File: src/rtl/dtmps_pkg.sv
// shared types and character codes for the decimal tape min prefix sum block
package dtmps_pkg;

   localparam int unsigned WORD_W = 64;

   localparam logic [7:0] CHAR_MINUS = 8'h2D;
   localparam logic [7:0] CHAR_ZERO  = 8'h30;
   localparam logic [7:0] CHAR_NINE  = 8'h39;

   // fourth code unused, behaves as skipping
   typedef enum logic [1:0] {
      PH_SKIP   = 2'd0,
      PH_SIGN   = 2'd1,
      PH_DIGITS = 2'd2
   } phase_type;

   // token closed in this step, handed from the parser to the tally
   typedef struct packed {
      logic              close;
      logic [WORD_W-1:0] value;
      logic              neg_ovf;
      logic              digit_ovf;
   } token_type;

   // result produced by the tally in this step
   typedef struct packed {
      logic              emit;
      logic [WORD_W-1:0] final_balance;
      logic [WORD_W-1:0] lowest_balance;
      logic              overflow;
   } tally_type;

endpackage

File: src/rtl/decimal_tape_min_prefix_sum.sv
// top level: byte stream in, tape balances out, input and result registers
//
// reads an ascii tape one byte per transfer. bytes other than '-' and digits
// are skipped; a token is an optional '-' and digits, a lone '-' is zero, and
// the byte ending a token is consumed with it. the first token of a tape is
// the entry count, each later token adds to a 64-bit balance, and the lowest
// prefix balance (empty prefix = 0) is tracked. after the last entry, or at
// once for a count of zero or less, one result transfer carries the final
// balance, the lowest balance and a sticky overflow flag (digit, negation or
// sum overflow, values wrap). req_stream_end closes a pending token and, if
// a header was seen, reports the balances so far; all state is then cleared.
// timing: a byte is taken into the input register at its transfer edge and
// processed from there by the parser and tally into the result register,
// which raises rsp_valid for the byte that completes a tape; one byte is
// taken per cycle while the result side keeps up, and a result waiting for
// rsp_ready holds the input register, the only loop being the per-byte
// state update (times-ten shift-add, 64-bit add and signed compare)
module decimal_tape_min_prefix_sum (
   input  logic        clock,
   input  logic        reset,
   input  logic        req_valid,
   output logic        req_ready,
   input  logic [7:0]  req_char_byte,
   input  logic        req_stream_end,
   output logic        rsp_valid,
   input  logic        rsp_ready,
   output logic [63:0] rsp_final_balance,
   output logic [63:0] rsp_lowest_balance,
   output logic        rsp_overflow
);
   import dtmps_pkg::*;

   // input register
   logic              in_valid_ff;
   logic [7:0]        char_ff;
   logic              end_ff;

   // result register
   logic              rsp_valid_ff;
   logic [WORD_W-1:0] final_ff;
   logic [WORD_W-1:0] lowest_ff;
   logic              ovf_ff;

   logic              out_free;
   logic              step;
   token_type         tok;
   tally_type         res;

   // the held byte advances whenever the result slot can take a result
   assign out_free  = !rsp_valid_ff || rsp_ready;
   assign step      = in_valid_ff && out_free;
   assign req_ready = !in_valid_ff || step;

   dtmps_token u_token (
      .clock      (clock),
      .reset      (reset),
      .step       (step),
      .char_byte  (char_ff),
      .stream_end (end_ff),
      .tok        (tok)
   );

   dtmps_tally u_tally (
      .clock      (clock),
      .reset      (reset),
      .step       (step),
      .stream_end (end_ff),
      .tok        (tok),
      .res        (res)
   );

   always_ff @(posedge clock) begin
      if (reset) begin
         in_valid_ff <= 1'b0;
      end else if (req_ready) begin
         in_valid_ff <= req_valid;
      end
   end

   // payload of the input register
   always_ff @(posedge clock) begin
      if (req_valid && req_ready) begin
         char_ff <= req_char_byte;
         end_ff  <= req_stream_end;
      end
   end

   always_ff @(posedge clock) begin
      if (reset) begin
         rsp_valid_ff <= 1'b0;
      end else if (step && res.emit) begin
         rsp_valid_ff <= 1'b1;
      end else if (rsp_ready) begin
         rsp_valid_ff <= 1'b0;
      end
   end

   // payload of the result register
   always_ff @(posedge clock) begin
      if (step && res.emit) begin
         final_ff  <= res.final_balance;
         lowest_ff <= res.lowest_balance;
         ovf_ff    <= res.overflow;
      end
   end

   assign rsp_valid          = rsp_valid_ff;
   assign rsp_final_balance  = final_ff;
   assign rsp_lowest_balance = lowest_ff;
   assign rsp_overflow       = ovf_ff;

endmodule

File: src/rtl/dtmps_token.sv
// token parser: sign, magnitude and signed value of the pending decimal token
module dtmps_token (
   input  logic                  clock,
   input  logic                  reset,
   input  logic                  step,
   input  logic [7:0]            char_byte,
   input  logic                  stream_end,
   output dtmps_pkg::token_type  tok
);
   import dtmps_pkg::*;

   phase_type         phase_ff, phase_in;
   logic              neg_ff, neg_in;
   logic [WORD_W-1:0] mag_ff, mag_in;
   logic [WORD_W-1:0] sval_ff, sval_in;

   logic              is_digit;
   logic              is_minus;
   logic [3:0]        dval;
   logic [WORD_W+3:0] mag10;
   logic [WORD_W-1:0] sval10;
   logic [WORD_W-1:0] dext;

   always_comb begin
      is_digit = (char_byte >= CHAR_ZERO) && (char_byte <= CHAR_NINE);
      is_minus = (char_byte == CHAR_MINUS);
      dval     = 4'(char_byte - CHAR_ZERO);
      dext     = {{(WORD_W-4){1'b0}}, dval};
      // exact magnitude times ten plus digit, wide enough to see overflow
      mag10    = ({4'b0, mag_ff} << 3) + ({4'b0, mag_ff} << 1) + {{WORD_W{1'b0}}, dval};
      // two's complement value follows the magnitude, negated when signed
      sval10   = neg_ff ? ((sval_ff << 3) + (sval_ff << 1) - dext)
                        : ((sval_ff << 3) + (sval_ff << 1) + dext);
   end

   always_comb begin
      phase_in      = phase_ff;
      neg_in        = neg_ff;
      mag_in        = mag_ff;
      sval_in       = sval_ff;
      tok.close     = 1'b0;
      tok.value     = sval_ff;
      tok.neg_ovf   = neg_ff && (mag_ff == {1'b1, {(WORD_W-1){1'b0}}});
      tok.digit_ovf = 1'b0;

      if (phase_ff == PH_SIGN || phase_ff == PH_DIGITS) begin
         if (is_digit) begin
            phase_in      = PH_DIGITS;
            mag_in        = mag10[WORD_W-1:0];
            sval_in       = sval10;
            tok.digit_ovf = |mag10[WORD_W+3:WORD_W-1];
         end else begin
            // terminating byte is consumed with the token
            tok.close = 1'b1;
            phase_in  = PH_SKIP;
            neg_in    = 1'b0;
            mag_in    = '0;
            sval_in   = '0;
         end
      end else begin
         if (is_minus) begin
            phase_in = PH_SIGN;
            neg_in   = 1'b1;
            mag_in   = '0;
            sval_in  = '0;
         end else if (is_digit) begin
            phase_in = PH_DIGITS;
            neg_in   = 1'b0;
            mag_in   = dext;
            sval_in  = dext;
         end else begin
            phase_in = PH_SKIP;
         end
      end

      if (stream_end) begin
         // end of stream closes a token still open after this byte
         if (!tok.close && (phase_in == PH_SIGN || phase_in == PH_DIGITS)) begin
            tok.close   = 1'b1;
            tok.value   = sval_in;
            tok.neg_ovf = neg_in && (mag_in == {1'b1, {(WORD_W-1){1'b0}}});
         end
         phase_in = PH_SKIP;
         neg_in   = 1'b0;
         mag_in   = '0;
         sval_in  = '0;
      end
   end

   always_ff @(posedge clock) begin
      if (reset) begin
         phase_ff <= PH_SKIP;
         neg_ff   <= 1'b0;
         mag_ff   <= '0;
         sval_ff  <= '0;
      end else if (step) begin
         phase_ff <= phase_in;
         neg_ff   <= neg_in;
         mag_ff   <= mag_in;
         sval_ff  <= sval_in;
      end
   end

endmodule

File: src/rtl/dtmps_tally.sv
// tape tally: header count, running balance, lowest balance, sticky overflow
module dtmps_tally (
   input  logic                  clock,
   input  logic                  reset,
   input  logic                  step,
   input  logic                  stream_end,
   input  dtmps_pkg::token_type  tok,
   output dtmps_pkg::tally_type  res
);
   import dtmps_pkg::*;

   logic              hdr_ff, hdr_in;
   logic [WORD_W-1:0] left_ff, left_in;
   logic [WORD_W-1:0] bal_ff, bal_in;
   logic [WORD_W-1:0] low_ff, low_in;
   logic              ovf_ff, ovf_in;

   logic [WORD_W-1:0] sum;

   assign sum = bal_ff + tok.value;

   always_comb begin
      hdr_in  = hdr_ff;
      left_in = left_ff;
      bal_in  = bal_ff;
      low_in  = low_ff;
      ovf_in  = ovf_ff | tok.digit_ovf;
      res.emit           = 1'b0;
      res.final_balance  = bal_ff;
      res.lowest_balance = low_ff;
      res.overflow       = 1'b0;

      if (tok.close) begin
         ovf_in = ovf_in | tok.neg_ovf;
         if (!hdr_ff) begin
            if (tok.value == '0 || tok.value[WORD_W-1]) begin
               res.emit = 1'b1;
            end else begin
               hdr_in  = 1'b1;
               left_in = tok.value;
               bal_in  = '0;
               low_in  = '0;
            end
         end else begin
            if ((bal_ff[WORD_W-1] == tok.value[WORD_W-1]) &&
                (sum[WORD_W-1] != bal_ff[WORD_W-1])) begin
               ovf_in = 1'b1;
            end
            bal_in = sum;
            if ($signed(sum) < $signed(low_ff)) begin
               low_in = sum;
            end
            left_in = left_ff - 1'b1;
            if (left_ff == {{(WORD_W-1){1'b0}}, 1'b1}) begin
               res.emit = 1'b1;
            end
         end
      end

      // truncated tape still reports what it reached
      if (stream_end && !res.emit && hdr_in) begin
         res.emit = 1'b1;
      end

      res.final_balance  = bal_in;
      res.lowest_balance = low_in;
      res.overflow       = ovf_in;

      if (res.emit || stream_end) begin
         hdr_in  = 1'b0;
         left_in = '0;
         bal_in  = '0;
         low_in  = '0;
         ovf_in  = 1'b0;
      end
   end

   always_ff @(posedge clock) begin
      if (reset) begin
         hdr_ff  <= 1'b0;
         left_ff <= '0;
         bal_ff  <= '0;
         low_ff  <= '0;
         ovf_ff  <= 1'b0;
      end else if (step) begin
         hdr_ff  <= hdr_in;
         left_ff <= left_in;
         bal_ff  <= bal_in;
         low_ff  <= low_in;
         ovf_ff  <= ovf_in;
      end
   end

endmodule
File: config.mk
export PLATFORM = sky130hd
export DESIGN_NAME = decimal_tape_min_prefix_sum
export DESIGN_NICKNAME = d
export VERILOG_FILES = /design/src/rtl/dtmps_pkg.sv /design/src/rtl/decimal_tape_min_prefix_sum.sv /design/src/rtl/dtmps_token.sv /design/src/rtl/dtmps_tally.sv
export SDC_FILE = /design/constraint.sdc
export NUM_CORES = 2
export LEC_CHECK = 0
export BUFFER_PORTS_ARGS = -buffer_cell sky130_fd_sc_hd__buf_2
export CAP_MARGIN = 10
export CORE_ASPECT_RATIO = 1.75
export CORE_UTILIZATION = 35
export DETAILED_ROUTE_END_ITERATION = 12
export REMOVE_ABC_BUFFERS = 1
export SLEW_MARGIN = 5
export SYNTH_ARGS = -nofsm -noshare
export SYNTH_HDL_FRONTEND = slang
export SYNTH_SLANG_ARGS = --single-unit
export TNS_END_PERCENT = 10
File: constraint.sdc
create_clock -name clock -period 32.2 [get_ports clock]
set_input_delay 6.44 -clock clock [delete_from_list [all_inputs] [get_ports clock]]
set_output_delay 6.44 -clock clock [all_outputs]
set_load 0.05 [all_outputs]
# --- Yosys cells after proc, flatten, opt, wreduce, memory -nomap -nowiden ---
# Index checks and enable logic that the tools add are counted.
op_classes:
  add_sub_neg: 8
  n_lt_le_gt_ge: 3
  eq_ne: 11
  muxes: 54
  n_bitwise: 2
  reduce_logical: 25
ops:
  columns: ["op", "n"]
  rows:
  - ["$mux W64", 24]
  - ["$mux W66", 2]
  - ["$add A64 B64 Y64", 2]
  - ["$eq A64 B64 Y1 const B", 2]
  - ["$add A67 B65 Y68", 1]
  - ["$add A68 B4 Y68", 1]
  - ["$add A64 B4 Y64", 1]
  - ["$eq A64 B1 Y1 const B", 1]
  - ["$logic_not A64 Y1", 1]
  - ["$lt A64 B64 Y1", 1]
  - ["$sub A64 B1 Y64 const B", 1]
  - ["$sub A64 B4 Y64", 1]
  - ["$mux W1", 24]
  - ["$logic_and A1 B1 Y1", 10]
  - ["$eq A8 B6 Y1 const B", 1]
  - ["$ge A8 B6 Y1 const B", 1]
  - ["$le A8 B6 Y1 const B", 1]
  - ["$mux W2", 4]
  - ["$logic_or A1 B1 Y1", 6]
  - ["$reduce_or A5 Y1", 1]
  - ["$eq A2 B1 Y1 const B", 2]
  - ["$eq A2 B2 Y1 const B", 2]
  - ["$logic_not A1 Y1", 4]
  - ["$reduce_bool A2 Y1", 2]
  - ["other kinds (6)", 7]
word_totals:
  reg_bits: 465

# --- Depth between registers and ports, before layout ---
logic_depth:
  ltp_word: 22
  depth_mapped: 50
  ltp_nobuf: 45

# --- Hierarchy ---
# From an unflattened synthesis, not the netlist that was laid out.
unflattened:
  cells_unflattened: 4771
  area_unflattened_um2: 37917.6
modules_own_cells:
  columns: ["module", "instances", "cells_per_inst", "area_per_inst_um2", "seq_area_each_um2"]
  rows:
  - ["dtmps_token", 1, 2552, 18248.8, 2622.5]
  - ["dtmps_tally", 1, 2070, 15422.3, 3883.7]
  - ["decimal_tape_min_prefix_sum", 1, 149, 4246.6, 4184.0]

# --- Least setup slack after synthesis ---
# No wires, ideal clock.
synth_timing:
  kind: "input-to-reg"
  from: "input rsp_ready"
  to: "register final_ff[0] (netlist: rsp_final_balance[0]) (enable)"
  arrival_time_ps: 15711
  required_time_ps: 31425
  setup_slack_ps: 15714
  path_stages: 4
  cell_sequence: "nand2b_1 > nand2_1 > clkbuf_1 > nor3_1"
synth_via:
  elab_chain_cells: 3
synth_rtl:
  columns: ["element", "line_no", "text"]
  rows:
  - ["start: declaration", "decimal_tape_min_prefix_sum.sv:26", "input logic rsp_ready,"]
  - ["$logic_or A1 B1 Y1", "decimal_tape_min_prefix_sum.sv:50", "assign out_free = !rsp_valid_ff || rsp_ready;"]
  - ["$logic_and A1 B1 Y1", "decimal_tape_min_prefix_sum.sv:51", "assign step = in_valid_ff && out_free;"]
  - ["$logic_and A1 B1 Y1", "decimal_tape_min_prefix_sum.sv:100", "if (step && res.emit) begin"]
  - ["end signal: assignment", "decimal_tape_min_prefix_sum.sv:101", "final_ff <= res.final_balance;"]
  - ["end: declaration", "decimal_tape_min_prefix_sum.sv:40", "logic [WORD_W-1:0] final_ff;"]
# Every way passes these cells.
# A chain may end at the register's enable or synchronous reset.

==> out/qor.csv <==
metric,value,unit
outcome,"complete, no violations",
grt.overflow.total,0,
fin_nets,4749,
reg2reg_slack,18.65,ns
synth_area,36100,um2
slew_violations,0,
path_clk_slew,0.08,ns
hold_path_class,reg2reg,
post_cts_resized,0,
yosys_register_bits,465,
critPathMaxFanout,56,
hold_end,u_token.sval_ff[63],
rsz0062_at_grt,false,
yosys-top-cells-count,"449 x nand2_1, 336 x nor2_1, 327 x dfxtp_1, 321 x ha_1",
clockBufferDepth,3,
fp.dieH,427,um
io_buffers,143,
drv_cap,0,
fin_worst_skew,0.0312,ns
drtAntennaViolNets,0,
num_io_pins,144,
relSlewSlack,14.7,%
antenna_cells,0,
path_class,reg2reg,
synth.distinct_cells,98,
cts_tree,done,
setup_viol,0,
critical_path.max_stage_delay,0.92,ns
root_buffer,clkbuf_16,
stdcell_area,39700,um2
cellLeakagePower,17.3,nW
grt_pass1_vias,34100,
synthCells,4396,
core,102000,um2
fmax,0.0738,GHz
firstDrtPassIters,6,
synth_largest_area_cell,dfxtp_1,
cpMaxStageDelayCell,a2111oi_0,
grtUsageTotal,23.7,%
antenna_found_initial,1,
synth_top_area_share,18.1,%
critPathArrivalTime,13.89,ns
fin_crit,13.55,ns
synthFlopType,dfxtp_1,
worst_path_most_repeated_cell,o21ai_0,
fillers,10500,
max_slew.worst_pin.slew,1.26,ns
reg2reg_depth,41,
p_per_area,31.0,nW/um2
cts.sinks,465,
synth_warnings,0,
cp-start-kind,flop,
die_x,245,um
die-area,105000,um2
vdd_drop_max,0.0393,mV
syn_avg_cell_area,8.21,um2
placed_area,38100,um2
r2r_end,rsp_lowest_balance[59],
post-route-period-util,42.1,%
std_cell_rows,155,
hold_depth,2,
hp-start,u_token.sval_ff[63],
ys_seq_area_share,29.6,%
vias_per_cell,5.95,
required,32.54,ns
drtIter0Drc,2280,
layout-drive-gt1-share,8.82,%
wl_per_cell,21.8,um
multi_input_area,24100,um2
synth.most_common_cell,nand2_1,
start_util,35.4,%
dr_total_vias,34400,
synth_edf_count,138,
critPathCaptureType,flop,
seq_area,10700,um2
async_flop_share,0,%
hold_buffers,0,
wirelength,126000,um
globalplace.congestion,1.03,
finalHoldViolations,0,
area_growth,9.84,%
synth_area_leaders,"dfxtp_1 18%, edfxtp_1 11%, ha_1 11%",
post-route-drc-count,0,
r2r-start,u_token.sval_ff[0],
clkLatencyLatePin,0.65,ns
grt_pass1_wl,193000,um
cts_setup_buffers,0,
cts_max_level,2,
dp_hpwl,96300,um
numCtsBuffers,46,
finalSetupTns,0,ns
grt_start_max_net_pins,70,
-- per-layer routing --
layer / share of wire, % / vias up / GRT usage (%)
met2: 52 / 945 / 44.5
met3: 4.0 / 387 / 2.76
li1: - / 16600 / -
met4: 8.3 / 0 / 17.8
met1: 36 / 16500 / 23.6
met5: 0 / - / 0
-- per-stage QoR --
stage	total power, mW	setup WS (ns)	hold slack (ns)	util (%)	cells
finish	1.23	18.65	0.454	38.9	5780
global route	1.26	18.03	0.477	38.9	5780
CTS	1.24	18.78	0.456	38.9	5779
detailed placement	0.652	18.79	0.446	37.3	5694
global placement	0.652	18.76	0.441	37.3	5694
floorplan	0.633	12.47	0.426	-	4165
-- worst max-delay path: cells and delay by family, from the launching register on --
kind / cells / cell delay [ns]
AO/OA/AOI/OAI: 17 / 5.93
AND/OR/NAND/NOR: 14 / 3.68
adder cells (fa/ha/maj): 4 / 1.36
buffers and inverters: 4 / 1.16
XOR/XNOR: 2 / 0.60
flip-flops: 1 / 0.47
-- cells in the final DEF, fill, tap and decap left out, drive strengths merged, types with 27 or more instances in the layout --
cell    instances
ha            321
nand2         449
a22o          202
nor2b          46
nor3          120
buf           195
a211oi         28
dfxtp         327
inv           136
nor4           73
nand3         119
nand4          82
nand2b         46
clkbuf         52
o21a           37
a31oi          38
nor2          337
a21o          158
a22oi         137
o31ai          32
edfxtp        138
or3            53
o211ai         27
and3           41
and2           42
or4            31
xor2           72
xnor2         140
o21ai         337
a21oi         274
-- power by group --
part | total (mW) | internal [mW] | switching [mW]
Sequential | 0.602 | 0.600 | 0.00223
Combinational | 0.0366 | 0.00804 | 0.0285
Clock | 0.591 | 0.319 | 0.272
Total | 1.23 | 0.928 | 0.302
-- cell type report --
class | count | area share (%)
clock buffers | 51 | 2.97
repair buffers | 196 | 2.81
multi-input cells | 3572 | 60.8
inverters | 128 | 1.21
clock inverters | 34 | 1.02
well taps | 1334 | 4.21
flip-flops and latches | 465 | 27.0
-- flip-flops by register name, indices dropped and copies added (netlist names), 2 cells and up --
signal              count
u_token.mag_ff         64
u_token.phase_ff        2
u_tally.low_ff         64
u_tally.left_ff        64
char_ff                 8
rsp_lowest_balance     64
rsp_final_balance      64
u_tally.bal_ff         64
u_token.sval_ff        64
-- logic make-up (layout without fill, tap and decap cells) --
logic type | Yosys count | after routing | synth area share, %
and+or+nand+nor | 1533 | 1533 | 20.9
adders and majority gates | 327 | 327 | 11.5
DFF | 465 | 465 | 29.6
AOI/OAI and AO/OA | 1475 | 1475 | 28.2
muxes | 25 | 25 | 0.714
buffers and inverters | 359 | 409 | 3.92
xor gates and xnor gates | 212 | 212 | 5.16
-- worst max-delay path by stage --
| stage | startpoint | to |
|---|---|---|
| global route | u_token.sval_ff[0] | rsp_lowest_balance[59] |
| finish | u_token.sval_ff[0] | rsp_lowest_balance[59] |
| global placement | rsp_ready | req_ready |
| floorplan | u_token.phase_ff[1] | rsp_final_balance[0] |
| CTS | rsp_ready | req_ready |
| detailed placement | rsp_ready | req_ready |
No activity file was read; power rests on OpenSTA's default activity.
